File: src/qtg_pkg.sv
package qtg_pkg;

    // Number format and limits.
    localparam int FRAC_BITS  = 16;
    localparam int MAX_POINTS = 64;
    localparam int DW         = 48;
    localparam int WW         = 56;
    localparam int KW         = $clog2(MAX_POINTS);
    localparam int TK_W       = 32 + KW;
    localparam int DIV_W      = DW + FRAC_BITS;

    typedef logic signed [DW-1:0] t_q48;
    typedef logic signed [WW-1:0] t_wide;

    localparam t_q48 Q48_MAX = {1'b0, {(DW-1){1'b1}}};
    localparam t_q48 Q48_MIN = {1'b1, {(DW-1){1'b0}}};
    localparam t_wide S32_MAX = t_wide'(64'sh7FFF_FFFF);
    localparam t_wide S32_MIN = -S32_MAX - t_wide'(1);

    typedef enum logic [1:0] {
        STATUS_OK     = 2'd0,
        STATUS_FRAME  = 2'd1,
        STATUS_POINTS = 2'd2
    } t_status;

    // Sequencer states.
    typedef enum logic [2:0] {
        SQ_IDLE,
        SQ_CHECK,
        SQ_ISSUE,
        SQ_WAIT,
        SQ_EMIT
    } t_state;

    // Steps of the fit and of one sample, in issue order.
    typedef enum logic [4:0] {
        ST_T2, ST_B1, ST_B2, ST_B3A, ST_B3B, ST_B4A, ST_B4B, ST_B5A, ST_B5B,
        ST_S, ST_TS,
        ST_P4, ST_P3, ST_P2, ST_P1, ST_P0,
        ST_D4, ST_D3, ST_D2, ST_D1,
        ST_E4, ST_E3, ST_E2,
        ST_V, ST_A1, ST_A2
    } t_step;

    typedef struct packed {
        logic start;
        t_q48 a;
        t_q48 b;
        logic sh17;
    } t_mul_req;

    typedef struct packed {
        logic             start;
        logic [DIV_W-1:0] num;
        logic [31:0]      den;
        logic             neg;
    } t_div_req;

    typedef struct packed {
        logic done;
        t_q48 value;
    } t_res;

    function automatic t_q48 sat48(input t_wide x);
        if (x > t_wide'(Q48_MAX)) return Q48_MAX;
        if (x < t_wide'(Q48_MIN)) return Q48_MIN;
        return x[DW-1:0];
    endfunction

    function automatic logic signed [31:0] sat32(input t_wide x);
        if (x > S32_MAX) return 32'sh7FFF_FFFF;
        if (x < S32_MIN) return 32'sh8000_0000;
        return x[31:0];
    endfunction

    function automatic t_q48 sadd(input t_q48 a, input t_q48 b);
        return sat48(t_wide'(a) + t_wide'(b));
    endfunction

    function automatic t_q48 sneg(input t_q48 a);
        return sat48(-t_wide'(a));
    endfunction

    function automatic t_q48 smulk(input t_q48 a, input logic signed [5:0] k);
        return sat48(t_wide'(a) * t_wide'(k));
    endfunction

    function automatic logic [DW-1:0] mag48(input t_q48 x);
        return x[DW-1] ? DW'(-x) : DW'(x);
    endfunction

endpackage

File: src/qtg_mul.sv
module qtg_mul (
    input  logic             i_clk,
    input  logic             i_rst_n,
    input  qtg_pkg::t_mul_req i_req,
    output qtg_pkg::t_res    o_res
);

    localparam int DW = qtg_pkg::DW;
    localparam int H  = DW / 2;
    localparam int PW = 2 * DW;
    localparam logic [2:0] LAST_CNT = 3'd4;
    localparam logic [PW:0] M_POS = (PW+1)'(qtg_pkg::Q48_MAX);
    localparam logic [PW:0] M_NEG = M_POS + (PW+1)'(1);

    logic          r_busy, r_done, r_neg, r_sh17;
    logic [2:0]    r_cnt;
    logic [DW-1:0] r_ma, r_mb;
    logic [PW-1:0] r_acc;
    qtg_pkg::t_q48 r_res;

    logic [H-1:0]  pa, pb;
    logic [DW-1:0] pp;
    logic [PW-1:0] pp_sh;
    logic [PW:0]   rnd, rsum, m;
    qtg_pkg::t_q48 fin;

    // One half-by-half partial product per cycle.
    always_comb begin
        pa    = r_ma[H-1:0];
        pb    = r_mb[H-1:0];
        pp_sh = '0;
        case (r_cnt)
            3'd1: begin pb = r_mb[DW-1:H]; end
            3'd2: begin pa = r_ma[DW-1:H]; end
            3'd3: begin pa = r_ma[DW-1:H]; pb = r_mb[DW-1:H]; end
            default: begin end
        endcase
        pp = pa * pb;
        case (r_cnt)
            3'd0:       pp_sh = PW'(pp);
            3'd1, 3'd2: pp_sh = PW'(pp) << H;
            3'd3:       pp_sh = PW'(pp) << DW;
            default:    pp_sh = '0;
        endcase
    end

    // Round half away from zero on the magnitude, then saturate with the sign.
    always_comb begin
        rnd  = r_sh17 ? ((PW+1)'(1) << qtg_pkg::FRAC_BITS)
                      : ((PW+1)'(1) << (qtg_pkg::FRAC_BITS - 1));
        rsum = {1'b0, r_acc} + rnd;
        m    = r_sh17 ? (rsum >> (qtg_pkg::FRAC_BITS + 1)) : (rsum >> qtg_pkg::FRAC_BITS);
        if (r_neg) begin
            fin = (m > M_NEG) ? qtg_pkg::Q48_MIN : -qtg_pkg::t_q48'(m[DW-1:0]);
        end else begin
            fin = (m > M_POS) ? qtg_pkg::Q48_MAX : qtg_pkg::t_q48'(m[DW-1:0]);
        end
    end

    // Control.
    always_ff @(posedge i_clk) begin
        if (!i_rst_n) begin
            r_busy <= 1'b0;
            r_done <= 1'b0;
            r_cnt  <= '0;
        end else begin
            r_done <= 1'b0;
            if (i_req.start) begin
                r_busy <= 1'b1;
                r_cnt  <= '0;
            end else if (r_busy) begin
                if (r_cnt == LAST_CNT) begin
                    r_busy <= 1'b0;
                    r_done <= 1'b1;
                end else begin
                    r_cnt <= r_cnt + 3'd1;
                end
            end
        end
    end

    // Operands, accumulator and result.
    always_ff @(posedge i_clk) begin
        if (i_req.start) begin
            r_ma   <= qtg_pkg::mag48(i_req.a);
            r_mb   <= qtg_pkg::mag48(i_req.b);
            r_neg  <= i_req.a[DW-1] ^ i_req.b[DW-1];
            r_sh17 <= i_req.sh17;
            r_acc  <= '0;
        end else if (r_busy) begin
            if (r_cnt == LAST_CNT) begin
                r_res <= fin;
            end else begin
                r_acc <= r_acc + pp_sh;
            end
        end
    end

    assign o_res = '{done: r_done, value: r_res};

endmodule

File: config.mk
export PLATFORM = sky130hd
export DESIGN_NAME = qtg_mul
export DESIGN_NICKNAME = d
export VERILOG_FILES = /design/src/qtg_pkg.sv /design/src/qtg_mul.sv
export SDC_FILE = /design/constraint.sdc
export NUM_CORES = 2
export LEC_CHECK = 0
export BUFFER_PORTS_ARGS = -buffer_cell sky130_fd_sc_hd__buf_2
export CORE_ASPECT_RATIO = 1.2
export CORE_MARGIN = 3
export CORE_UTILIZATION = 45
export CTS_CLUSTER_DIAMETER = 40
export DETAILED_ROUTE_END_ITERATION = 12
export SYNTH_ARGS = -nofsm -noshare
export SYNTH_HDL_FRONTEND = slang
export SYNTH_SLANG_ARGS = --single-unit
File: constraint.sdc
create_clock -name i_clk -period 14.2 [get_ports i_clk]
set_input_delay 2.84 -clock i_clk [delete_from_list [all_inputs] [get_ports i_clk]]
set_output_delay 2.84 -clock i_clk [all_outputs]
set_load 0.03 [all_outputs]
== Word level (Yosys, flattened, before mapping) ==
Cells that the tools add are included.

* Flip-flop bits (word level): 247
* Input bits: 100
* Output and inout bits: 49
* Logic and storage cells: 51

* Add/subtract/negate cells: 6
* Multiply operators: 1
* Order comparisons: 2
* Equal/unequal tests: 4
* Multiplexer cells: 14
* Bitwise operators: 5
* Reductions and logical operators: 8

{| class="wikitable"
|+ Operator list
! cell !! number
|-
| $pmux 96 s3 || 1
|-
| $mux 48 || 3
|-
| $neg 48->48 || 3
|-
| $add 96x17->97 || 1
|-
| $add 96x96->96 || 1
|-
| $mux 47 || 2
|-
| $gt 81x47->1 const B || 1
|-
| $gt 81x48->1 const B || 1
|-
| $mux 81 || 1
|-
| $mul 24x24->48 || 1
|-
| $mux 24 || 2
|-
| $mux 17 || 1
|-
| $reduce_or 2->1 || 4
|-
| $eq 3x2->1 const B || 2
|-
| $mux 1 || 4
|-
| $not 1->1 || 4
|-
| $add 3x1->3 const B || 1
|-
| $eq 3x1->1 const B || 1
|-
| $eq 3x3->1 const B || 1
|-
| $logic_not 3->1 || 1
|-
| $reduce_and 3->1 || 1
|-
| $reduce_or 3->1 || 1
|-
| $reduce_and 2->1 || 1
|-
| $xor 1x1->1 || 1
|}

== Logic depth before layout (Yosys ltp) ==
* Depth after elaboration: 6
* Depth in mapped cells: 48
* Mapped depth without buffers: 43

== Least setup slack after synthesis ==
No wires, ideal clock.

* Path type: reg2reg
* Start point: reg r_cnt[0]
* End point: reg r_acc[94]
* Library setup time: 0.062 ns
* Data arrival time: 11.588 ns
* Data required time: 14.138 ns
* Slack: 2.550 ns
* Stages on the path, launching flop included: 45
* Path buffers: 4
* Period minus slack after synthesis: 11.650 ns
* Path through: dfxtp_1 > ha_1 > ha_1 > clkbuf_1 > a21oi_1 > buf_1 > clkbuf_1 > mux2i_1 > nor2_1 > fa_1 > fa_1 > inv_1 > fa_1 > inv_1 > fa_1 > inv_1 > fa_1 > inv_1 > (+9 left out) > or2_2 > a31oi_1 > o21bai_1 > a211o_1 > a21oi_1 > xnor2_1 > a22o_1 > ha_1 > clkbuf_1 > nand3_1 > nor2_1 > nand3_1 > a2111oi_0 > o21ai_0 > o41ai_1 > a21oi_1 > or4_1 > nand3_1

* Cells in the longest elaborated chain, start to end: 6
* Elaborated cells on any way between the ends: 15
* Those cells by class: 1 x add/sub; 1 x mul; 4 x eq/ne; 3 x mux; 1 x bitwise; 5 x reduce/logical

{| class="wikitable"
|+ RTL lines
! item !! line !! RTL
|-
| start: declaration || qtg_mul.sv:16 || <nowiki>logic [2:0] r_cnt;</nowiki>
|-
| start signal: assignment || qtg_mul.sv:76 || <nowiki>r_cnt <= r_cnt + 3'd1;</nowiki>
|-
| $eq 3x2->1 / $eq 3x1->1 (equally long branches) || qtg_mul.sv:32, qtg_mul.sv:39 ||
|-
| $reduce_or 2->1 (no source line) || n/a ||
|-
| $mux 24 || qtg_mul.sv:32 || <nowiki>case (r_cnt)</nowiki>
|-
| $mul 24x24->48 || qtg_mul.sv:38 || <nowiki>pp = pa * pb;</nowiki>
|-
| $pmux 96 s3 || qtg_mul.sv:39 || <nowiki>case (r_cnt)</nowiki>
|-
| $add 96x96->96 || qtg_mul.sv:94 || <nowiki>r_acc <= r_acc + pp_sh;</nowiki>
|-
| end signal: assignment || qtg_mul.sv:94 ||
|-
| end: declaration || qtg_mul.sv:18 || <nowiki>logic [PW-1:0] r_acc;</nowiki>
|}

Several ways; a longest one is shown, not always the timed one.
A chain may end at the register's enable or synchronous reset.

== Worst setup path in the final report ==
* Start point: reg r_cnt[2]
* End point: reg r_acc[93]

The elaborated chain is that of the path after synthesis.

==> impl_metrics.tcl <==
set metrics [dict create \
    netlist_top_cells_area "sky130_fd_sc_hd__fa_1 23%, sky130_fd_sc_hd__edfxtp_1 11%, sky130_fd_sc_hd__ha_1 8.4%, sky130_fd_sc_hd__nand2_1 6.3%, sky130_fd_sc_hd__inv_1 5.6%" \
    largest_net_degree_at_the_start_of_global_routing 81 \
    synth_top_area_share_pct 23.4 \
    timing.rr.start "r_cnt[2]$_SDFFE_PP0P_" \
    outcome "finished clean" \
    rrSetupSlack_ns 0.87 \
    timing.rr.end "r_acc[93]$_SDFFE_PP0P_" \
    clock-sinks 247 \
    worst_slew_pin_slew_ns 1.12 \
    fmaxAchievable_mhz 75.0 \
    final.fill_count 9038 \
    min_delay_path_depth 2 \
    tritoncts.num_buffers 45 \
    cpMaxStageDelayCell "sky130_fd_sc_hd__mux2i_2" \
    global_route.usage.met2_pct 47.5 \
    worst_setup_path_end_kind "flip-flop" \
    ant_nets 0 \
    register_bit_count_reported_by_yosys 247 \
    number_of_enable_type_register_cells_in_the_synthesized_netlist 146 \
    rsz_0062_raised_after_global_routing "no" \
    timing.critical_path.arrival_ns 13.79 \
    core_region_area_sq_um 91100 \
    syn_avg_cell_area_sq_um 8.17 \
    crit_buf_inv 6 \
    timing.critical_path.fanout_max 16 \
    wirelength_per_cell_um 21.3 \
    post-synth-top-area-cell "sky130_fd_sc_hd__fa_1" \
    place.detailed.hpwl_mm 110 \
    die_height_um 339 \
    dpl-instance-area_sq_um 43400 \
    avgViaCountPerCell 5.72 \
    clk_slew_on_worst_s_h_paths_ns 0.05 \
    crit_cells 40 \
    synthArstFlopShare_pct 0 \
    regArea_sq_um 6410 \
    dp.cells 6263 \
    io_pins 149 \
    layout.nets 5943 \
    layout_commonest_cell "sky130_fd_sc_hd__nand2_1" \
    inserted_diodes 0 \
    cts_hold_buf 0 \
    postLayoutSetupSlackWorst_ns 0.868 \
    cts_resized 0 \
    ctsLongestPathBuffers 3 \
    timing_hold_violations_final 0 \
    synth_top_flop_cell "sky130_fd_sc_hd__edfxtp_1" \
    clock_skew_ns 0.0173 \
    setup.worst_path.start_class "flip-flop" \
    r2r_cells 40 \
    groute.layer.met3.usage_pct 3.60 \
    multi_input_area_sq_um 31700 \
    postSynthNetCount 5942 \
    holdCritPathClass "flip-flop to flip-flop" \
    port_buffers 148 \
    critPathTopFamily "compound AO/OA/AOI/OAI gates" \
    worst_hold_path.endpoint "r_acc[9]$_SDFFE_PP0P_" \
    yosys_warnings 0 \
    final_cell_count_no_fill 6347 \
    max_cap_violations 0 \
    slowest_delay_ns 0.88 \
    netlist_instances 5079 \
    clock_tree_from_tritoncts "built" \
    dr.pass1.iters 6 \
    tns_ns 0 \
    finalSetupViolCount 0 \
    netlist-cell-type-count 93 \
    final.period_utilization_pct 93.9 \
    antenna_violations_before_repair 2 \
    route.vias.total 36300 \
    first_global_vias 36500 \
    critPathMostFrequentCell "sky130_fd_sc_hd__fa_1" \
    effective_utilization_at_floorplan_pct 45.5 \
    area_growth_pct 8.27 \
    grt.busiest_layer "met2" \
    drtIter0Drc 2879 \
    synth.yosys.seq_area_share_pct 15.4 \
    design_area_sq_um 44900 \
    core.rowCount 121 \
    setup.worst_path.class "flip-flop to flip-flop" \
    commonest_cells_after_routing_fill_and_taps_aside "695 x sky130_fd_sc_hd__nand2_1, 623 x sky130_fd_sc_hd__inv_1, 484 x sky130_fd_sc_hd__fa_1" \
    grt_util_all_layers_pct 27.6 \
    cts_htree_levels 2 \
    grt_first_pass_wirelength_mm 210 \
    synth.cell_area_sq_um 41500 \
    worst_ep_required_time_ns 14.66 \
    route.detailed.drc 0 \
    worstSkewPairLatency_ns 0.60 \
    gp_congestion 1.01 \
    dpl_worst_slack_ns 0.975 \
    overflow_left_after_global_routing 0 \
    gr-usage-met1_pct 33.9 \
    holdCritStartpoint "r_acc[9]$_SDFFE_PP0P_" \
    post_route_cells_drive_above_1_share_pct 8.44 \
    drv_slew 0 \
    number_of_buffers_inserted_by_post_cts_setup_repair 0 \
    slew_headroom_pct 25.4 \
    die_x_um 283 \
    cts_root_buffer "sky130_fd_sc_hd__clkbuf_16" \
    die_area_sq_um 95900 \
    period_minus_slack_ns 13.33 \
    wl_mm 135 \
]
state kept, by name, indices dropped and copies added, names as in the netlist:
name and count:
r_acc 96, r_busy 1, r_cnt 3, r_done 1, r_ma 48, r_mb 48
r_neg 1, r_res 48, r_sh17 1
worst max-delay path by stage:
stage | startpoint | end | slack (ns)
global route | r_cnt[2]$_SDFFE_PP0P_ | r_acc[93]$_SDFFE_PP0P_ | 0.10
global placement | r_cnt[2]$_SDFFE_PP0P_ | r_acc[93]$_SDFFE_PP0P_ | 1.24
floorplan | r_cnt[0]$_SDFFE_PP0P_ | r_acc[94]$_SDFFE_PP0P_ | 2.55
finish | r_cnt[2]$_SDFFE_PP0P_ | r_acc[93]$_SDFFE_PP0P_ | 0.87
detailed placement | r_cnt[2]$_SDFFE_PP0P_ | r_acc[93]$_SDFFE_PP0P_ | 0.98
CTS | r_cnt[2]$_SDFFE_PP0P_ | r_acc[93]$_SDFFE_PP0P_ | 0.91
cell type report:
type / count / area share (%)
clock inverter: 29 / 0.758
inverter: 624 / 5.22
tap: 1230 / 3.43
sequential: 247 / 14.3
clock buffer: 55 / 2.71
multi-input combinational: 3935 / 70.6
timing repair buffer: 227 / 2.98
synth_stat cells (21+ instances only):
master                     instances
sky130_fd_sc_hd__nor4_1           50
sky130_fd_sc_hd__o31ai_1          54
sky130_fd_sc_hd__clkbuf_1        229
sky130_fd_sc_hd__a22o_1           23
sky130_fd_sc_hd__nand2_1         696
sky130_fd_sc_hd__a211oi_1         42
sky130_fd_sc_hd__or3_1            45
sky130_fd_sc_hd__mux2i_1          65
sky130_fd_sc_hd__edfxtp_1        146
sky130_fd_sc_hd__xor2_1           62
sky130_fd_sc_hd__and2_1           60
sky130_fd_sc_hd__o21ai_0         220
sky130_fd_sc_hd__nor3_1           79
sky130_fd_sc_hd__a31oi_1          23
sky130_fd_sc_hd__dfxtp_1         101
sky130_fd_sc_hd__nor2_1          459
sky130_fd_sc_hd__or4_1            25
sky130_fd_sc_hd__and3_1           48
sky130_fd_sc_hd__ha_1            279
sky130_fd_sc_hd__o22ai_1          26
sky130_fd_sc_hd__nand3_1         107
sky130_fd_sc_hd__mux2_2           56
sky130_fd_sc_hd__a21o_1           92
sky130_fd_sc_hd__inv_1           623
sky130_fd_sc_hd__buf_2            21
sky130_fd_sc_hd__nor2b_1          36
sky130_fd_sc_hd__xnor2_1         205
sky130_fd_sc_hd__nand2b_1         38
sky130_fd_sc_hd__a21oi_1         262
sky130_fd_sc_hd__o21bai_1         32
sky130_fd_sc_hd__fa_1            484
sky130_fd_sc_hd__nand4_1          70
per-stage QoR:
step / hold WS (ns) / util, %
floorplan: 0.436 / -
global placement: 0.447 / 47.6
detailed placement: 0.454 / 47.6
CTS: 0.461 / 49.3
global route: 0.474 / 49.3
finish: 0.458 / 49.3
worst register-to-register path, delay by kind of cell, from the launching register on:
kind | cells | cell delay, ns
AO/OA/AOI/OAI | 15 | 4.60
adder cells (fa/ha/maj) | 10 | 4.53
AND/OR/NAND/NOR | 6 | 1.55
multiplexers | 2 | 1.10
buffers and inverters | 6 | 0.79
flip-flops | 1 | 0.45
XOR/XNOR | 1 | 0.15
routing by layer:
layer,up-vias,routed length (um)
met5,-,13
met4,2,8100
met3,339,7410
li1,17200,-
met2,1232,64400
met1,17600,55000
logic make-up after synthesis:
group                      share of synthesized area, %
and+or+nand+nor                                    20.4
AOI/OAI and AO/OA                                  15.5
buffers and inverters                              8.24
adders and majority gates                          31.8
xor gates and xnor gates                           5.64
DFF                                                15.4
muxes                                              3.09
Power is left out: the tool's default activity adds up to more than one toggle a clock period on the data nets, which glitch-free logic cannot reach.
