$ cat config.mk
export PLATFORM = sky130hd
export DESIGN_NAME = qtg_div
export DESIGN_NICKNAME = d
export VERILOG_FILES = /design/src/qtg_pkg.sv /design/src/qtg_div.sv
export SDC_FILE = /design/constraint.sdc
export NUM_CORES = 1
export LEC_CHECK = 0
export BUFFER_PORTS_ARGS = -buffer_cell sky130_fd_sc_hd__buf_4
export CAP_MARGIN = 10
export CELL_PAD_IN_SITES_DETAIL_PLACEMENT = 0
export CELL_PAD_IN_SITES_GLOBAL_PLACEMENT = 1
export CORE_MARGIN = 1.5
export CORE_UTILIZATION = 50
export CTS_BUF_LIST = sky130_fd_sc_hd__clkbuf_4 sky130_fd_sc_hd__clkbuf_8
export DETAILED_ROUTE_END_ITERATION = 8
export PLACE_DENSITY = 0.85
export SETUP_SLACK_MARGIN = 0.2
export SLEW_MARGIN = 20
export SYNTH_ARGS = -nofsm -noshare
export SYNTH_HDL_FRONTEND = slang
export SYNTH_SLANG_ARGS = --single-unit
$ cat constraint.sdc
create_clock -name i_clk -period 14 [get_ports i_clk]
set_input_delay 0.7 -clock i_clk [delete_from_list [all_inputs] [get_ports i_clk]]
set_output_delay 0.7 -clock i_clk [all_outputs]
set_load 0.02 [all_outputs]
$ cat src/qtg_pkg.sv
package qtg_pkg;

    // Number format and limits.
    localparam int FRAC_BITS  = 16;
    localparam int MAX_POINTS = 64;
    localparam int DW         = 48;
    localparam int WW         = 56;
    localparam int KW         = $clog2(MAX_POINTS);
    localparam int TK_W       = 32 + KW;
    localparam int DIV_W      = DW + FRAC_BITS;

    typedef logic signed [DW-1:0] t_q48;
    typedef logic signed [WW-1:0] t_wide;

    localparam t_q48 Q48_MAX = {1'b0, {(DW-1){1'b1}}};
    localparam t_q48 Q48_MIN = {1'b1, {(DW-1){1'b0}}};
    localparam t_wide S32_MAX = t_wide'(64'sh7FFF_FFFF);
    localparam t_wide S32_MIN = -S32_MAX - t_wide'(1);

    typedef enum logic [1:0] {
        STATUS_OK     = 2'd0,
        STATUS_FRAME  = 2'd1,
        STATUS_POINTS = 2'd2
    } t_status;

    // Sequencer states.
    typedef enum logic [2:0] {
        SQ_IDLE,
        SQ_CHECK,
        SQ_ISSUE,
        SQ_WAIT,
        SQ_EMIT
    } t_state;

    // Steps of the fit and of one sample, in issue order.
    typedef enum logic [4:0] {
        ST_T2, ST_B1, ST_B2, ST_B3A, ST_B3B, ST_B4A, ST_B4B, ST_B5A, ST_B5B,
        ST_S, ST_TS,
        ST_P4, ST_P3, ST_P2, ST_P1, ST_P0,
        ST_D4, ST_D3, ST_D2, ST_D1,
        ST_E4, ST_E3, ST_E2,
        ST_V, ST_A1, ST_A2
    } t_step;

    typedef struct packed {
        logic start;
        t_q48 a;
        t_q48 b;
        logic sh17;
    } t_mul_req;

    typedef struct packed {
        logic             start;
        logic [DIV_W-1:0] num;
        logic [31:0]      den;
        logic             neg;
    } t_div_req;

    typedef struct packed {
        logic done;
        t_q48 value;
    } t_res;

    function automatic t_q48 sat48(input t_wide x);
        if (x > t_wide'(Q48_MAX)) return Q48_MAX;
        if (x < t_wide'(Q48_MIN)) return Q48_MIN;
        return x[DW-1:0];
    endfunction

    function automatic logic signed [31:0] sat32(input t_wide x);
        if (x > S32_MAX) return 32'sh7FFF_FFFF;
        if (x < S32_MIN) return 32'sh8000_0000;
        return x[31:0];
    endfunction

    function automatic t_q48 sadd(input t_q48 a, input t_q48 b);
        return sat48(t_wide'(a) + t_wide'(b));
    endfunction

    function automatic t_q48 sneg(input t_q48 a);
        return sat48(-t_wide'(a));
    endfunction

    function automatic t_q48 smulk(input t_q48 a, input logic signed [5:0] k);
        return sat48(t_wide'(a) * t_wide'(k));
    endfunction

    function automatic logic [DW-1:0] mag48(input t_q48 x);
        return x[DW-1] ? DW'(-x) : DW'(x);
    endfunction

endpackage

$ cat src/qtg_div.sv
module qtg_div (
    input  logic              i_clk,
    input  logic              i_rst_n,
    input  qtg_pkg::t_div_req i_req,
    output qtg_pkg::t_res     o_res
);

    localparam int DW    = qtg_pkg::DW;
    localparam int DIV_W = qtg_pkg::DIV_W;
    localparam int CW    = $clog2(DIV_W + 1);
    localparam logic [CW-1:0] STEPS = CW'(DIV_W);
    localparam logic [DW:0] Q_POS   = (DW+1)'(qtg_pkg::Q48_MAX);
    localparam logic [DW:0] Q_CLAMP = Q_POS + (DW+1)'(1);

    logic             r_busy, r_done, r_neg, r_over;
    logic [CW-1:0]    r_cnt;
    logic [DIV_W-1:0] r_num;
    logic [31:0]      r_den, r_rem;
    logic [DW:0]      r_q;
    qtg_pkg::t_q48    r_res;

    logic [32:0]   rem_sh;
    logic          ge;
    logic [31:0]   rem_n;
    logic [DW:0]   q_sh;
    qtg_pkg::t_q48 fin;

    // One quotient bit per cycle, restoring.
    always_comb begin
        rem_sh = {r_rem, r_num[DIV_W-1]};
        ge     = rem_sh >= {1'b0, r_den};
        rem_n  = ge ? 32'(rem_sh - {1'b0, r_den}) : rem_sh[31:0];
        q_sh   = {r_q[DW-1:0], ge};
        if (r_neg) begin
            fin = (r_over || r_q > Q_CLAMP) ? qtg_pkg::Q48_MIN
                                            : -qtg_pkg::t_q48'(r_q[DW-1:0]);
        end else begin
            fin = (r_over || r_q > Q_POS) ? qtg_pkg::Q48_MAX
                                          : qtg_pkg::t_q48'(r_q[DW-1:0]);
        end
    end

    // Control.
    always_ff @(posedge i_clk) begin
        if (!i_rst_n) begin
            r_busy <= 1'b0;
            r_done <= 1'b0;
            r_cnt  <= '0;
        end else begin
            r_done <= 1'b0;
            if (i_req.start) begin
                r_busy <= 1'b1;
                r_cnt  <= '0;
            end else if (r_busy) begin
                if (r_cnt == STEPS) begin
                    r_busy <= 1'b0;
                    r_done <= 1'b1;
                end else begin
                    r_cnt <= r_cnt + CW'(1);
                end
            end
        end
    end

    // Dividend shift, remainder and quotient; the quotient clamps once it overflows.
    always_ff @(posedge i_clk) begin
        if (i_req.start) begin
            r_num  <= i_req.num;
            r_den  <= i_req.den;
            r_neg  <= i_req.neg;
            r_rem  <= '0;
            r_q    <= '0;
            r_over <= 1'b0;
        end else if (r_busy) begin
            if (r_cnt == STEPS) begin
                r_res <= fin;
            end else begin
                r_num <= r_num << 1;
                r_rem <= rem_n;
                if (q_sh > Q_CLAMP) begin
                    r_q    <= Q_CLAMP;
                    r_over <= 1'b1;
                end else begin
                    r_q <= q_sh;
                end
            end
        end
    end

    assign o_res = '{done: r_done, value: r_res};

endmodule

### After elaboration in Yosys (flattened, before gate mapping)

Cells that the tools add are included.

* ROM bits: 0
* bits in writable memories: 0
* register bits after elaboration: 236
* input port bits: 100
* output and inout port bits: 49
* memories kept: 0
* latch bits: 0

* bitwise logic cells: 4
* add/subtract/negate cells: 3
* reduce and logical (&&, ||, !) cells: 9
* order comparisons: 4
* $mul: 0
* equality and inequality tests: 2
* mux-type cells: 12
* divide/modulo/power cells: 0
* shifts and indexed selects: 0

Operator list (count)
* $mux 64: 3
* $mux 48: 3
* $gt 49x48->1 const B: 2
* $gt 49x47->1 const B: 1
* $mux 49: 1
* $neg 48->48: 1
* $ge 33x32->1: 1
* $mux 32: 1
* $sub 32x32->32: 1
* $add 7x1->7 const B: 1
* $eq 7x7->1 const B: 1
* $reduce_and 3->1: 2
* $mux 1: 4
* $not 1->1: 4
* $reduce_and 2->1: 2
* $reduce_or 3->1: 1
* $logic_or 1x1->1: 2
* $ne 2x2->1 const B: 1
* $reduce_bool 2->1: 1
* $reduce_or 2->1: 1

### Longest topological paths before layout

Gate-level depths: netlist of the first run.

* depth after elaboration: 4
* gate-level depth with buffers: 13
* gate-level depth less buffers: 12

### Least setup slack after synthesis of the first run

OpenSTA, ideal clock, no wires.

* path type: input port to flip-flop
* from: input i_req[97] (netlist name)
* to: register r_res[0] (enable)
* slack: 8.808 ns
* arrival time: 4.667 ns
* setup time: 0.525 ns
* required time: 13.475 ns
* cell stages on the path: 3
* path buffers: 2
* cell sequence: clkbuf_1 clkbuf_1 nor3b_1

* longest elaborated chain between the ends: 2

Ends and longest elaborated chain
* start: declaration: RTL line qtg_div.sv:4 `input qtg_pkg::t_div_req i_req,`
* $not 1->1 (no line)
* $reduce_and 3->1 (no line)
* end signal: assignment: RTL line qtg_div.sv:76 `r_res <= fin;`
* end: declaration: RTL line qtg_div.sv:20 `qtg_pkg::t_q48 r_res;`

No other way between the ends.
A chain may end at the register's enable or synchronous reset.

### Worst setup path in the final report of the first run

* from: register r_q[0]
* to: register r_res[38] (data pin)

* longest elaborated chain between the ends: 4

Ends and longest elaborated chain
* start: declaration: RTL line qtg_div.sv:19 `logic [DW:0] r_q;`
* start signal: assignment: RTL line qtg_div.sv:84 `r_q <= q_sh;`
* $gt 49x47->1 / $gt 49x48->1 (equally long branches): RTL line qtg_div.sv:38, qtg_div.sv:35
* $logic_or 1x1->1 (on tied branches): RTL line qtg_div.sv:38, qtg_div.sv:35
* $mux 48 (on tied branches): RTL line qtg_div.sv:38, qtg_div.sv:35
* $mux 48 *: RTL line qtg_div.sv:34 `if (r_neg) begin`
* net fin[38]: RTL line qtg_div.sv:26 `qtg_pkg::t_q48 fin;`

Mark *: on every way through the listed nets, which the timed path passes. The rest lies on a longest branch.

==> impl_metrics.json, run 1 <==
{
  "status": "finished, final reports clean",
  "dpl.hpwl_um": 17300,
  "globalRouteTotalUtil": 0.215,
  "synth_top_cell_by_area": "edfxtp_1",
  "ctsResizeCount": 0,
  "gp_congestion": 0.841,
  "htree_levels": 2,
  "worst_setup_path_start_kind": "flop",
  "slew_violations": 0,
  "cts_buffers": 40,
  "rsz0062_at_grt": "no",
  "stdcell_area_um2": 14000,
  "ctsHoldBuffers": 0,
  "worstPathArrival_ps": 3920,
  "first_iter_violations": 533,
  "r2r_cells": 12,
  "place_ws_ps": 10430,
  "synth_edf_count": 145,
  "synth.cell_area_um2": 11900,
  "synth_cells": 1119,
  "final_common_cell": "buf_4",
  "rows": 56,
  "cts_buffer_depth": 3,
  "required_ps": 14310,
  "fp.dieArea_um2": 24800,
  "leakage_nw": 5.56,
  "finalCritPeriodShare": 0.258,
  "synth_fp_nets": 1256,
  "ys_seq_area_frac": 0.517,
  "synth_cell_types": 71,
  "drt-total-wl_um": 26600,
  "final_cell_mix": "buf_4 (158), edfxtp_1 (145), nand2_1 (107), dfxtp_1 (91), mux2_2 (63)",
  "core_um2": 23500,
  "finalHoldViolCount": 0,
  "vias": 8943,
  "cp-end-kind": "flop",
  "vdd_drop_max_v": 0.0000838,
  "clk_pin_slew_ps": 60,
  "met3_length_um": 1290,
  "setup_ws_ps": 10390,
  "holdWs_ps": 339,
  "period_needed_ps": 3610,
  "antenna_found_initial": 0,
  "synthFlopType": "edfxtp_1",
  "drtPass1Iterations": 5,
  "tightestPinTransition_ps": 913,
  "setup_viol": 0,
  "fp.dieW_um": 158,
  "ios": 149,
  "overflow": 0,
  "cts_tree": "done",
  "yosys.area.top_type_share": 0.365,
  "drv_cap": 0,
  "ys_warn_count": 0,
  "wl_met1_um": 12200,
  "clock_latency_ps": 540,
  "hold_class": "primary input to flop",
  "vias_per_cell": 5.60,
  "post_cts_buffers": 0,
  "area_delta_synth_final_pct": 17.4,
  "nNetsFinal": 1383,
  "synth_area_leaders": "edfxtp_1 (36%), dfxtp_1 (15%), mux2_2 (5.9%)",
  "slew_headroom": 0.391,
  "top_layer_used": "met4",
  "dr_wl_met2_um": 12700,
  "fin_setup_tns_ps": 0,
  "synth-seq-cells": 236,
  "whs_path_depth": 1,
  "placed_area_um2": 13200,
  "grt_pass1_wl_um": 42600,
  "detail_route.wl_per_cell_um": 16.7,
  "skew_ps": 26.6,
  "grt_start_max_net_pins": 81,
  "die_h_um": 158,
  "initial_utilization": 0.509,
  "power_density_nw_per_um2": 109,
  "totalPowerFinal_mw": 1.54,
  "synth-async-reset-ratio": 0,
  "drc": 0,
  "postRouteAntennaNets": 0,
  "port_buffers": 148,
  "fmaxAchievable_mhz": 277,
  "drive_above_1_share": 0.238,
  "cts-root-buf": "clkbuf_8",
  "syn_area_per_cell_um2": 10.7,
  "cts_num_sinks": 236,
  "worstPathMaxFanout": 39,
  "n_antenna_cell": 0,
  "crit_type": "flop to flop",
  "grt_pass1_vias": 8457
}
[flip-flops by register name, indices dropped and copies added, names as in the netlist]
register and count:
r_rem 32, r_num 64, r_den 32, r_cnt 7, r_neg 1, r_q 49, r_busy 1, r_done 1
r_over 1, r_res 48
[metrics by stage]
step            util  cells
2_1_floorplan      -   1119
6_report       0.598   1596
3_5_place_dp   0.562   1523
5_1_grt        0.598   1596
3_3_place_gp   0.562   1523
4_1_cts        0.598   1596
[power by group]
part           internal [mW]  total [mW]  leakage (nW)  switching (mW)
sequential             0.770       0.779          2.14         0.00858
combinational         0.0537       0.115          2.97          0.0618
clock                  0.367       0.641         0.446           0.275
[cells in the mapped netlist, drive strengths merged, types with 2 or more instances]
library cell / n
nor4: 16
and2: 9
a32oi: 6
or4: 5
mux2i: 19
or2: 9
nand3b: 5
nand4: 16
nand4b: 3
a21oi: 39
o21ai: 95
o21a: 4
a21o: 12
nor4b: 2
nand2: 107
inv: 59
clkbuf: 49
o311ai: 43
mux2: 63
or3b: 2
xnor2: 21
o32ai: 2
o211ai: 4
nand3: 21
a22o: 47
xor2: 14
edfxtp: 145
buf: 24
a211oi: 4
dfxtp: 91
o41a: 2
nor2: 49
a31oi: 2
nor2b: 8
or3: 13
o31ai: 3
a211o: 3
nor3: 38
nand2b: 6
o21bai: 3
and3: 4
ha: 36
[cell type report]
type / instances / area [µm²]
clock buffer: 64 / 768
clock inverter: 9 / 71.3
fill: 2016 / 9450
inverter: 60 / 225
multi-input combinational: 750 / 5200
sequential: 236 / 6180
tap: 319 / 399
timing repair buffer: 158 / 1190
[kinds of logic (layout without fill, tap and decap cells)]
group	Yosys count	in the layout	synth area share
XOR/XNOR	35	35	0.0257
AND/OR/NAND/NOR	316	316	0.134
adder cells (fa/ha/maj)	37	37	0.0394
buffers and inverters	133	291	0.0485
AO/OA/AOI/OAI	280	280	0.160
multiplexers	82	82	0.0753
flip-flops	236	236	0.517
[path summary, 6_finish.rpt]
path	start	to	slack, ps
hold / removal	i_req[24]	r_den[23]	340
hold reg to reg	r_rem[15]	r_rem[15]	460
setup / recovery	r_q[0]	r_res[38]	10390
setup reg to reg	r_q[0]	r_res[38]	10390
[layer usage]
layer,up-vias,GRT usage
met4,0,0.0597
met3,45,0.0410
met2,221,0.350
li1,4449,-
met5,-,0
met1,4228,0.293
[critical path: stages (launching register included)]
cell and delay [ps]:
dfxtp_1 360, inv_1 120, ha_1 190, or3b_1 410, or4_1 600, nor4_1 330
nand3_1 120, a211o_1 320, buf_4 270, or2_1 300, o21ai_0 160, nand2_1 70
o311ai_1 130
(Power assumes the default switching activity.)
==> run 2: changes to the inputs <==
- ABC_AREA: default -> 1
- CORE_UTILIZATION: 50 -> 45
- PLACE_DENSITY: 0.85 -> 0.82
- clock period: 14 -> 3.7 ns (I/O delays scaled with it)
==> run 2 against run 1 <==
Net effect: sequential power increased to 3.8 times the previous value; largest cell class is now multi-input gates; utilization decreased by 3.2 points; critical path type unchanged; total power increased to 4.0 times the previous value; largest power group unchanged; sequential share of layout area decreased by 8.3 points.
==> impl_metrics.json, run 2 <==
{
  "status": "finished, final reports clean",
  "grt_pass1_vias": 12300,
  "cts_buffers": 44,
  "synth_top_cell_by_area": "edfxtp_1",
  "placed_area_um2": 15400,
  "totalPowerFinal_mw": 6.15,
  "critPathSlowestCell": "nand2_2",
  "period_needed_ps": 2920,
  "fmaxAchievable_mhz": 342,
  "synth-seq-cells": 236,
  "final_core_util": 0.565,
  "rrSetupSlack_ps": 780,
  "globalRouteTotalUtil": 0.250,
  "port_buffers": 148,
  "drt-total-wl_um": 40200,
  "crit_type": "flop to flop",
  "worst_setup_path_start_kind": "flop",
  "yosys.area.top_type_share": 0.311,
  "ys_warn_count": 0,
  "wl_met1_um": 19800,
  "power_density_nw_per_um2": 356,
  "syn_area_per_cell_um2": 7.18,
  "path_cells": "inv_1 > ha_1 > nand2_1 > nor2_1 > nand2_1 > nor2_1 > and3_1 > nor2_4 > nand2_2 > nand2_1 > nand3_1 > nand2_1",
  "synth_cell_types": 39,
  "fp.dieArea_um2": 32200,
  "met3_length_um": 2270,
  "initial_utilization": 0.458,
  "tightestPinTransition_ps": 1140,
  "synth_most_common_cell": "nand2_1",
  "nFillCells": 2946,
  "stdcell_area_um2": 17300,
  "r2r_cells": 12,
  "synth_cells": 1949,
  "reg2reg_to": "r_rem[25]",
  "ys_seq_area_frac": 0.441,
  "post_cts_buffers": 0,
  "cp-end-kind": "flop",
  "cts_num_sinks": 236,
  "fin_setup_tns_ps": 0,
  "synthFlopType": "edfxtp_1",
  "dr_wl_met2_um": 17200,
  "leakage_nw": 8.80,
  "rows": 64,
  "die_h_um": 179,
  "vdd_drop_max_v": 0.000247,
  "fin_cells": 2622,
  "skew_ps": 26.7,
  "endpoint": "r_rem[25]",
  "setup_viol": 0,
  "finalHoldViolCount": 0,
  "r2r-start": "r_den[8]",
  "cts_tree": "done",
  "dpl.hpwl_um": 26400,
  "postRouteAntennaNets": 0,
  "grt_start_max_net_pins": 79,
  "fp.dieW_um": 179,
  "drc": 0,
  "ios": 149,
  "detail_route.wl_per_cell_um": 15.3,
  "first_iter_violations": 899,
  "dp_cells": 2441,
  "vias_per_cell": 4.98,
  "hold_class": "primary input to flop",
  "synth_area_leaders": "edfxtp_1 (31%), nand2_1 (22%), dfxtp_1 (13%)",
  "core_um2": 30600,
  "grt_pass1_wl_um": 63500,
  "final_common_cell": "nand2_1",
  "nNetsFinal": 2327,
  "cts_buffer_depth": 3,
  "largest_reg_flops": 64,
  "clk_pin_slew_ps": 60,
  "crit_start": "r_den[8]",
  "synthTopCellsByCount": "nand2_1 (813), inv_1 (233), nor2_1 (171)",
  "worstPathMaxFanout": 33,
  "htree_levels": 2,
  "required_ps": 4220,
  "synth.cell_area_um2": 14000,
  "slew_violations": 0,
  "top_layer_used": "met4",
  "rsz0062_at_grt": "no",
  "cp_common_cell": "nand2_1",
  "synth_fp_nets": 2086,
  "gp_congestion": 0.930,
  "overflow": 0,
  "final_cell_mix": "nand2_1 (813), inv_1 (232), nor2_1 (171), buf_4 (158), edfxtp_1 (145)",
  "largest_registers": "r_num: 64 flops, r_q: 49 flops, r_res: 48 flops",
  "critical-path-max-stage-delay_ps": 620,
  "slew_headroom": 0.238,
  "synth-async-reset-ratio": 0,
  "vias": 13000,
  "synth_edf_count": 145,
  "finalCritPeriodShare": 0.790,
  "drtPass1Iterations": 5,
  "worstPathArrival_ps": 3440,
  "drv_cap": 0,
  "cts-root-buf": "clkbuf_8",
  "antenna_found_initial": 1,
  "drive_above_1_share": 0.121,
  "area_delta_synth_final_pct": 23.6,
  "top_register": "r_num",
  "clock_latency_ps": 580
}
## run 2: worst min-delay path by stage
stage	endpoint	slack, ps	cells after the start	from
floorplan	r_den[0]	280	0	i_req[1]
global placement	r_den[13]	360	1	i_req[14]
detailed placement	r_den[1]	360	1	i_req[2]
CTS	r_q[47]	160	2	i_req[97]
global route	r_den[11]	210	1	i_req[97]
finish	r_q[47]	190	2	i_req[97]
## run 2: worst max-delay path, delay by kind of cell, from the launching register on
kind | cells | cell delay [ps]
fa+ha+maj | 1 | 340
buf+inv | 1 | 50
simple gates | 10 | 2170
flops | 1 | 330
## run 2: metal layers
layer | track usage | vias up
met4 | 0.0727 | 0
met5 | 0 | -
met1 | 0.360 | 6014
met2 | 0.385 | 346
li1 | - | 6620
met3 | 0.0428 | 67
## run 2: per-stage QoR
| step | setup WS (ps) | hold slack, ps |
|---|---|---|
| after floorplan | 535 | 284 |
| after global placement | 458 | 363 |
| after detailed placement | 420 | 365 |
| after CTS | 419 | 157 |
| after global routing | 441 | 206 |
| final | 778 | 195 |
## run 2: final cells by class
cell class / count / area [µm²] / area share
inverter: 243 / 913 / 0.0528
clock inverter: 25 / 208 / 0.0120
clock buffer: 56 / 696 / 0.0402
timing repair buffer: 257 / 2190 / 0.126
sequential: 236 / 6180 / 0.357
multi-input combinational: 1408 / 6620 / 0.383
tap: 396 / 495 / 0.0286
antenna: 1 / 2.50 / 0.000145
## run 2: kinds of logic (layout without fill, tap and decap cells)
kind of cell,after synthesis,after routing,share of synthesized area
adder cells (fa/ha/maj),37,37,0.0336
other,0,1,0
AO/OA/AOI/OAI,83,83,0.0302
XOR/XNOR,54,54,0.0338
flip-flops,236,236,0.441
buffers and inverters,306,581,0.0880
AND/OR/NAND/NOR,1233,1234,0.373
## run 2: repair_timing
action                     in CTS  in global routing
setup endpoints to repair       0                 33
gates resized for setup         0                  0
hold endpoints to repair       99                  0
hold buffers                   98                  0
## run 2: where the power goes
| group | total, mW | switching, mW | internal, mW | leakage [nW] |
|---|---|---|---|---|
| logic | 0.562 | 0.322 | 0.240 | 6.16 |
| clock network | 2.65 | 1.19 | 1.46 | 0.480 |
| registers | 2.94 | 0.0312 | 2.91 | 2.16 |
==> run 3: changes to the inputs <==
- ABC_AREA: 1 -> 0
- CORE_UTILIZATION: 45 -> 43
- PLACE_DENSITY: 0.82 -> 0.78
- clock period: 3.7 -> 2.5 ns (I/O delays scaled with it)
==> run 3 against run 2 <==
Net effect: the run now ends with negative setup slack left; non-clock buffer count is 259 higher; sequential cell count unchanged; sequential share of layout area decreased by 2.1 points; cell count fell by 23%; critical endpoint is now r_res[39]; global-route usage shrank 1.9 points; clock skew increased by 8.8 ps; hold slack better by 100 ps; highest routed layer unchanged; design area grew 6.5%; clock power is 41% higher.
==> impl_metrics.json, run 3 (synthesis gave the netlist of run 1 again) <==
{
  "crit_type": "flop to flop",
  "largest_registers": "r_num: 64 flops, r_q: 49 flops, r_res: 48 flops",
  "grt_start_max_net_pins": 59,
  "fp.dieArea_um2": 28800,
  "leakage_nw": 7.62,
  "placed_area_um2": 15000,
  "holdWs_ps": 297,
  "nFillCells": 1999,
  "drive_above_1_share": 0.431,
  "endpoint": "r_res[39]",
  "finalHoldViolCount": 0,
  "rrSetupSlack_ps": -560,
  "setup_viol": 125,
  "rsz0062_at_grt": "yes",
  "cts_buffer_depth": 3,
  "period_needed_ps": 3060,
  "finalCritPeriodShare": 1.22,
  "worstPathMaxFanout": 6,
  "worstPathArrival_ps": 3400,
  "critPathSlowestCell": "or4_4",
  "antenna_found_initial": 0,
  "tightestPinTransition_ps": 624,
  "gp_congestion": 0.860,
  "status": "finished, violations left",
  "setup_ws_ps": -558,
  "critical-path-max-stage-delay_ps": 530,
  "drt-total-wl_um": 35000,
  "grt_pass1_wl_um": 53500,
  "core_um2": 27100,
  "fp.dieW_um": 170,
  "drv_cap": 0,
  "top_register": "r_num",
  "cts_tree": "done",
  "dpl.hpwl_um": 20900,
  "die_h_um": 170,
  "slew_violations": 0,
  "stdcell_area_um2": 18400,
  "overflow": 0,
  "initial_utilization": 0.441,
  "reg2reg_to": "r_res[39]",
  "globalRouteTotalUtil": 0.231,
  "first_iter_violations": 743,
  "drc": 0,
  "hold_class": "primary input to flop",
  "vdd_drop_max_v": 0.000540,
  "slew_headroom": 0.584,
  "port_buffers": 148,
  "path_cells": "inv_4 > ha_4 > or3b_4 > or4_4 > nor4_4 > nand3_1 > a211o_4 > buf_8 > or2_4 > o21ai_2 > nand2_1 > o311ai_1",
  "r2r-start": "r_q[1]",
  "drtPass1Iterations": 5,
  "vias_per_cell": 5.37,
  "nNetsFinal": 1747,
  "clock_latency_ps": 570,
  "worst_setup_path_start_kind": "flop",
  "fmaxAchievable_mhz": 327,
  "cts_buffers": 42,
  "required_ps": 2840,
  "n_antenna_cell": 0,
  "cts-root-buf": "clkbuf_8",
  "final_common_cell": "buf_4",
  "fin_setup_tns_ps": -46610,
  "detail_route.wl_per_cell_um": 17.4,
  "failed_checks": "negative setup slack",
  "crit_start": "r_q[1]",
  "area_delta_synth_final_pct": 54.3,
  "cts_num_sinks": 236,
  "cp-end-kind": "flop",
  "htree_levels": 2,
  "power_density_nw_per_um2": 495,
  "largest_reg_flops": 64,
  "clk_pin_slew_ps": 60,
  "vias": 10800,
  "final_cell_mix": "buf_4 (373), edfxtp_1 (145), dlygate4sd3_1 (99), nand2_1 (98), dfxtp_1 (87)",
  "postRouteAntennaNets": 0,
  "skew_ps": 35.5,
  "ios": 149,
  "rows": 60,
  "grt_pass1_vias": 10600,
  "r2r_cells": 12,
  "totalPowerFinal_mw": 9.11
}
-- run 3: changes by cell type in the layout (fill, tap and decap cells not counted), sizes merged, moves of 43 or more --
| cell | before | now |
|---|---|---|
| nand2 | 819 | 107 |
| buf | 159 | 413 |
| inv | 245 | 61 |
| nor2 | 183 | 49 |
| nand3 | 123 | 21 |
| mux2 | 0 | 63 |
| a22o | 0 | 47 |
| o311ai | 0 | 43 |
-- run 3: layer usage --
| metal | track usage | wire length [µm] | vias to the layer above |
|---|---|---|---|
| met5 | 0 | 0 | - |
| met4 | 0.0708 | 849 | 0 |
| met3 | 0.0415 | 1930 | 71 |
| met2 | 0.400 | 17300 | 380 |
| met1 | 0.294 | 14900 | 5153 |
| li1 | - | - | 5203 |
-- run 3: worst min path at each step --
stage               from   endpoint  slack [ps]  cells past startpoint
6_report       i_req[30]  r_den[29]         300                      2
5_1_grt        i_req[30]  r_den[29]         270                      2
4_1_cts        i_req[30]  r_den[29]         260                      2
3_5_place_dp   i_req[23]  r_den[22]         300                      1
3_3_place_gp   i_req[21]  r_den[20]         300                      1
2_1_floorplan   i_req[1]   r_den[0]         220                      0
-- run 3: through the flow --
| step | utilization | worst slack, ps | cells |
|---|---|---|---|
| floorplan | - | -412 | 1119 |
| finish | 0.680 | -558 | 2014 |
| CTS | 0.652 | -525 | 1992 |
| detailed placement | 0.554 | -576 | 1766 |
| global placement | 0.554 | -484 | 1766 |
| global route | 0.680 | -631 | 2014 |
-- run 3: cell type report --
| class | instances | area, µm² | share of cell area |
|---|---|---|---|
| clock buffer | 63 | 761 | 0.0413 |
| multi-input combinational | 754 | 6130 | 0.333 |
| sequential | 236 | 6180 | 0.336 |
| timing repair buffer | 516 | 4530 | 0.246 |
| tap | 372 | 465 | 0.0253 |
| inverter | 60 | 238 | 0.0129 |
| clock inverter | 13 | 108 | 0.00584 |
-- run 3: what timing repair did --
action                                  4_1_cts  5_1_grt
buffers inserted                             44       13
pin swaps                                    14       29
gates resized for setup                      71      107
hold buffers                                 99        0
cloned                                        7        9
endpoints found under the setup margin      126      126
endpoints found under the hold margin       102        0
-- run 3: worst max-delay path: cells and delay by family (launching register included) --
kind / cells / cell delay [ps]
buffers and inverters: 2 / 210
DFF: 1 / 350
AOI/OAI and AO/OA: 3 / 620
adders and majority gates: 1 / 120
and+or+nand+nor: 6 / 1530
-- run 3: power by group --
| part | switching [mW] | internal, mW |
|---|---|---|
| Clock | 1.66 | 2.07 |
| Sequential | 0.0547 | 4.31 |
| Combinational | 0.467 | 0.553 |
| Total | 2.18 | 6.93 |
